**config.mk**
```make
export PLATFORM = sky130hd
export DESIGN_NAME = grmm_ctrl
export DESIGN_NICKNAME = d
export VERILOG_FILES = /design/src/rtl/grmm_pkg.sv /design/src/rtl/grmm_ctrl.sv
export SDC_FILE = /design/constraint.sdc
export NUM_CORES = 1
export LEC_CHECK = 0
export BUFFER_PORTS_ARGS = -buffer_cell sky130_fd_sc_hd__buf_4
export CAP_MARGIN = 20
export CORE_AREA = 5 5 42 44
export DETAILED_ROUTE_END_ITERATION = 10
export DIE_AREA = 0 0 47 49
export GPL_TIMING_DRIVEN = 0
export HOLD_SLACK_MARGIN = 0.03
export PLACE_DENSITY = 0.68
export SYNTH_ARGS = -nofsm -noshare
export SYNTH_HDL_FRONTEND = slang
export SYNTH_SLANG_ARGS = --single-unit
export TNS_END_PERCENT = 20
```
**constraint.sdc**
```tcl
create_clock -name clk -period 1.33 [get_ports clk]
set_clock_uncertainty 0.05 [all_clocks]
set_input_delay 0.0665 -clock clk [delete_from_list [all_inputs] [get_ports clk]]
set_output_delay 0.0665 -clock clk [all_outputs]
set_load 0.01 [all_outputs]
```
**src/rtl/grmm_pkg.sv**
```systemverilog
// Shared constants and types for the grid range min/max tree unit.
`default_nettype none
package grmm_pkg;
  localparam int GridSize = 512;
  localparam int RowW = $clog2(GridSize);
  localparam int NodeW = $clog2(2 * GridSize);
  localparam int AddrW = RowW + NodeW;
  localparam int CoordW = 10;
  localparam int ValW = 31;
  localparam int SizeW = 10;
  localparam logic signed [ValW-1:0] BigPos = 31'sd1000000000;
  localparam logic signed [ValW-1:0] BigNeg = -31'sd1000000000;
  localparam logic OP_WRITE = 1'b0;
  localparam logic OP_QUERY = 1'b1;
  localparam logic [1:0] REG_SIZE_IN_USE = 2'd0;

  typedef struct packed {
    logic load;
    logic wr_leaf;
    logic wr_up;
    logic rd_up;
    logic row_start;
    logic row_next;
    logic q_step;
    logic out_load;
  } grmm_cmd_t;

  typedef struct packed {
    logic wr_skip;
    logic up_done;
    logic q_empty;
    logic row_last;
    logic walk_done;
  } grmm_sts_t;
endpackage
`default_nettype wire

```
**src/rtl/grmm_ctrl.sv**
```systemverilog
// Sequencer for write path refresh and query row walk.
`default_nettype none
module grmm_ctrl import grmm_pkg::*; (
  input  wire logic clk,
  input  wire logic rst_n,
  input  wire logic in_fire,
  input  wire logic opcode,
  input  wire grmm_sts_t sts,
  input  wire logic out_ready,
  output grmm_cmd_t cmd,
  output logic in_ready,
  output logic out_valid
);
  localparam logic [3:0] S_IDLE = 4'd0, S_LEAF = 4'd1, S_RDL = 4'd2, S_RDR = 4'd3,
    S_WAIT = 4'd4, S_WUP = 4'd5, S_ROW = 4'd6, S_WALK = 4'd7, S_DRAIN = 4'd8,
    S_DRAIN2 = 4'd9, S_OUT = 4'd10, S_DEC = 4'd11;
  logic [3:0] st_r, st_nxt;
  logic ov_r, ov_nxt, op_r;

  always_comb begin
    st_nxt = st_r;
    ov_nxt = ov_r;
    cmd = '0;
    if (out_ready) ov_nxt = 1'b0;
    unique case (st_r)
      S_IDLE: if (in_fire) begin
        st_nxt = S_DEC;
      end
      S_DEC: begin
        cmd.load = 1'b1;
        if (op_r == OP_WRITE) st_nxt = sts.wr_skip ? S_IDLE : S_LEAF;
        else st_nxt = sts.q_empty ? S_OUT : S_ROW;
      end
      S_LEAF: begin
        cmd.wr_leaf = 1'b1;
        st_nxt = sts.up_done ? S_IDLE : S_RDL;
      end
      S_RDL: begin
        cmd.rd_up = 1'b1;
        st_nxt = S_RDR;
      end
      S_RDR: begin
        cmd.rd_up = 1'b1;
        st_nxt = S_WAIT;
      end
      S_WAIT: st_nxt = S_WUP;
      S_WUP: begin
        cmd.wr_up = 1'b1;
        st_nxt = sts.up_done ? S_IDLE : S_RDL;
      end
      S_ROW: begin
        cmd.row_start = 1'b1;
        st_nxt = S_WALK;
      end
      S_WALK: begin
        if (sts.walk_done) st_nxt = S_DRAIN;
        else cmd.q_step = 1'b1;
      end
      S_DRAIN: st_nxt = S_DRAIN2;
      S_DRAIN2: begin
        if (sts.row_last) st_nxt = S_OUT;
        else begin
          cmd.row_next = 1'b1;
          st_nxt = S_ROW;
        end
      end
      S_OUT: if (!ov_r || out_ready) begin
        cmd.out_load = 1'b1;
        ov_nxt = 1'b1;
        st_nxt = S_IDLE;
      end
      default: st_nxt = S_IDLE;
    endcase
  end

  always_ff @(posedge clk) begin
    if (!rst_n) begin
      st_r <= S_IDLE;
      ov_r <= 1'b0;
    end else begin
      st_r <= st_nxt;
      ov_r <= ov_nxt;
    end
    if (in_fire) op_r <= opcode;
  end

  assign in_ready = (st_r == S_IDLE);
  assign out_valid = ov_r;
endmodule
`default_nettype wire

```
# Word level (Yosys, flattened, before mapping)
# Cells that the tools add are included.
dict set report totals {
  ff_bits 6
  out_inout_bits 10
  word_cells 46
}
dict set report op_classes {
  eq_ne 14
  muxes 23
  n_reduce_logical 6
}
# operator n
set op_table {}
lappend op_table {{$pmux W4 S11} 1}
lappend op_table {{$mux W4} 6}
lappend op_table {{$eq A4 B3 Y1 const B} 4}
lappend op_table {{$eq A4 B4 Y1 const B} 4}
lappend op_table {{$mux W1} 15}
lappend op_table {{$eq A4 B2 Y1 const B} 2}
lappend op_table {{$ne A2 B2 Y1 const B} 3}
lappend op_table {{$eq A4 B1 Y1 const B} 1}
lappend op_table {{$logic_not A4 Y1} 1}
lappend op_table {{$reduce_or A2 Y1} 2}
lappend op_table {{$reduce_and A3 Y1} 1}
lappend op_table {{$mux W2} 1}
lappend op_table {{$logic_not A1 Y1} 1}
lappend op_table {{$logic_or A1 B1 Y1} 1}

# Longest topological paths before layout
dict set report depth {
  depth_word 4
  mapped_depth 5
  depth_no_buf 4
}

# Worst setup path before layout
# Ideal clock, no wire load.
dict set report synth_timing {
  path_type {reg-to-reg}
  startpoint {register st_r[1]}
  endpoint {register st_r[0]}
  setup_time_ns 0.115
  arrival_ns 1.299
  t_required_ns 1.165
  setup_slack_ns -0.133
  path_stages_with_launch 6
  n_path_buf 1
  synth_period_minus_slack_ns 1.463
  path_cell_list {dfxtp_1 buf_6 or2_4 or2_4 o221a_1 o21a_1}
}
dict set report synth_between {
  elab_chain_len 3
}
# element line_no
set synth_lines {}
lappend synth_lines {{start, declared} grmm_ctrl.sv:17} ;# logic [3:0] st_r, st_nxt;
lappend synth_lines {{start signal, assigned} grmm_ctrl.sv:81} ;# st_r <= st_nxt;
lappend synth_lines {{$eq A4 B3 Y1 (tied with other cells)} grmm_ctrl.sv:25} ;# unique case (st_r)
lappend synth_lines {{$reduce_or A2 Y1 (no line) / $ne A2 B2 Y1 (equally long branches)} --}
lappend synth_lines {{$pmux W4 S11 / $reduce_and A3 Y1 (equally long branches)} --}
# Several ways; a longest one is shown, not always the timed one.
# A chain may end at the register's enable or synchronous reset.

# Final worst setup path
dict set report layout_timing {
  startpoint {register st_r[2]}
  endpoint {register st_r[0]}
}
# The elaborated chain is that of the path after synthesis.

==> flow_summary.ini <==
[status]
status = finished, violations left
violations = setup timing

[detailed_routing]
vias = 497
antenna_left = 0
wl_per_cell_um = 13.60
drc = 0
viasPerCell = 5.020
drt_pass1_iterations = 4
drtIter0Drc = 15
wirelength_um = 1346

[critical_path]
timing.rr.end = st_r[0]
rr_startpoint = st_r[2]
start_kind = register
reg2reg_depth = 5
arrival_ps = 1620
required_ps = 1430
crit_type = reg2reg
cp-end-kind = register
critical_path.max_fanout = 5
rrSetupSlack_ps = -190

[cells_and_area]
n_antenna_cell = 0
final_common_cell = buf_4
final_nets = 94
drive_gt1_share_pct = 45.78
fin_cells = 99
most-common-layout-cells = buf_4 (19), nor2_1 (5)
syn_to_final_growth_pct = 62.86

[timing]
rsz0062_at_grt = true
fin_crit_ps = 1517
fin_hold_ws_ps = 112.9
fin_crit_sh_pct = 114.1
setup_viol = 7
fmax_mhz = 659.2
relSlewSlack_pct = 79.78
hold_violations = 0
report.final.slew_viol_count = 0
fin_ws_ps = -187.0
worst_pin_slew_ps = 302.4

[placement]
globalplace.congestion = 0.7666
dp_hpwl_um = 890.3
port_buffers = 19
pre_cts_slack_ps = -163.9
dp.cells = 90

[global_route]
globalRouteTotalUtil_pct = 13.67
grt_start_max_net_pins = 11
overflow = 0
antenna_found_initial = 0
grt_pass1_wl_um = 2346
first_global_vias = 550

[job]
maxCapViolations = 0

[synthesis]
ys_seq_elements = 6
ys_warn_count = 0
ys_types = 29
seq_area_frac_synth_pct = 29.71
synth_area_leaders = dfxtp_1 (23%), nor2b_1 (7.1%), edfxtp_1 (6.9%), buf_6 (5.1%), a21oi_1 (4.6%)
synthCells = 55
syn_area_per_cell_um2 = 7.962
synth_top_area_share_pct = 22.86
syn_area_um2 = 437.9
synth.net_count = 65
yosysTopAreaCell = dfxtp_1

[floorplan]
num_io_pins = 20
die_width_um = 47
die_height_um = 49
start_util_pct = 31.25
die_area_um2 = 2303
rows = 14
core_um2 = 1401

[cts]
clk_latency_ps = 250
cts_tree = done
root_buffer = clkbuf_4
numCtsBuffers = 3
clk_pin_slew_ps = 50
cts.sinks = 6
clockBufferDepth = 2
htreeDepth = 1

[min_path]
hp-class = in2reg
hold_end = st_r[0]
hold_start = sts[0]
whs_path_depth = 3

[pwr]
p_leak_uw = 0.0003017
pwr_density_cell_nw_per_um2 = 1909
peakVddDrop_uv = 930.1
==> synth_stat cells <==
| library cell | count |
|---|---|
| dfxtp_1 | 5 |
| nor2_1 | 5 |
| nor2b_1 | 5 |
| a21oi_1 | 4 |
| nand2_1 | 4 |
| nor3_1 | 3 |
| buf_6 | 2 |
| inv_1 | 2 |
| nand2b_1 | 2 |
| nand3_1 | 2 |
| nor3b_1 | 2 |
| or2_4 | 2 |
| a21boi_0 | 1 |
| a31oi_1 | 1 |
| and2b_1 | 1 |
| and4b_1 | 1 |
| buf_2 | 1 |
| edfxtp_1 | 1 |
| nor4bb_1 | 1 |
| o21a_1 | 1 |
| o21ai_0 | 1 |
| o21ai_1 | 1 |
| o221a_1 | 1 |
| o221ai_1 | 1 |
| o22ai_1 | 1 |
| o31a_1 | 1 |
| o32ai_1 | 1 |
| o41ai_1 | 1 |
| or2_0 | 1 |
==> area by class of cell <==
type | instances | area, um^2
Timing Repair Buffer | 24 | 188.9
Buffer | 3 | 33.78
Clock buffer | 4 | 26.28
Fill cell | 149 | 688.2
Inverter | 2 | 7.507
Multi-Input combinational cell | 44 | 302.8
Sequential cell | 6 | 133.9
Tap cell | 16 | 20.02
==> worst max-delay path: stages, from the launching register on <==
cell and delay [ps]:
dfxtp_2 320, buf_6 120, or2_4 270, or2_4 260, o221a_1 250, o21a_1 160
==> cell families (layout without fill, tap and decap cells) <==
| group | count (synthesis) | in the layout | synth area share (%) |
|---|---|---|---|
| DFF | 6 | 6 | 29.72 |
| AOI/OAI and AO/OA | 15 | 15 | 23.72 |
| and+or+nand+nor | 29 | 29 | 38.57 |
| buffers and inverters | 5 | 33 | 7.999 |
==> registers in the layout, indices dropped and copies added, names as in the netlist <==
| name | flops |
|---|---|
| st_r | 4 |
| out_valid | 1 |
| op_r | 1 |
==> power breakdown <==
group	switching, uW	internal (uW)	total (uW)
Sequential	62.7	251	313
Combinational	394	466	859
Clock	74.7	114	189
Total	531	831	1360
==> stage by stage <==
| step | utilization, % | setup TNS, ps | power, uW | instance area (um^2) |
|---|---|---|---|---|
| floorplan | - | -133.4 | 826.0 | 444.2 |
| global placement | 43.30 | -321.6 | 1043 | 606.8 |
| detailed placement | 43.30 | -438.2 | 1047 | 606.8 |
| CTS | 49.29 | -753.7 | 1296 | 690.7 |
| global route | 50.89 | -1290 | 1483 | 713.2 |
| finish | 50.89 | -740.1 | 1362 | 713.2 |
==> repair_timing <==
action / in CTS / in global routing
setup buffers: 0 / 1
endpoints found under the setup margin: 7 / 10
hold buffers: 3 / 0
resized for setup: 6 / 5
pin swaps: 2 / 3
cloned: 0 / 1
endpoints found under the hold margin: 5 / 0
==> worst max path at each step <==
stage                        from  endpoint  slack [ps]  cells after the start
after floorplan           st_r[1]   st_r[0]        -110                      5
after detailed placement  st_r[1]   st_r[0]        -160                      5
after CTS                 st_r[2]   st_r[0]        -170                      5
after global routing      st_r[2]   st_r[0]        -210                      5
final                     st_r[2]   st_r[0]        -190                      5
after global placement    st_r[1]   st_r[0]        -160                      5
==> per-layer routing <==
| layer | up-vias | track usage, % | wire length, um |
|---|---|---|---|
| li1 | 260 | - | - |
| met1 | 217 | 15.20 | 568 |
| met2 | 16 | 21.72 | 662 |
| met3 | 4 | 3.690 | 89 |
| met4 | 0 | 8.756 | 26 |
| met5 | - | 0 | 0 |
No activity file was read; power rests on OpenSTA's default activity.
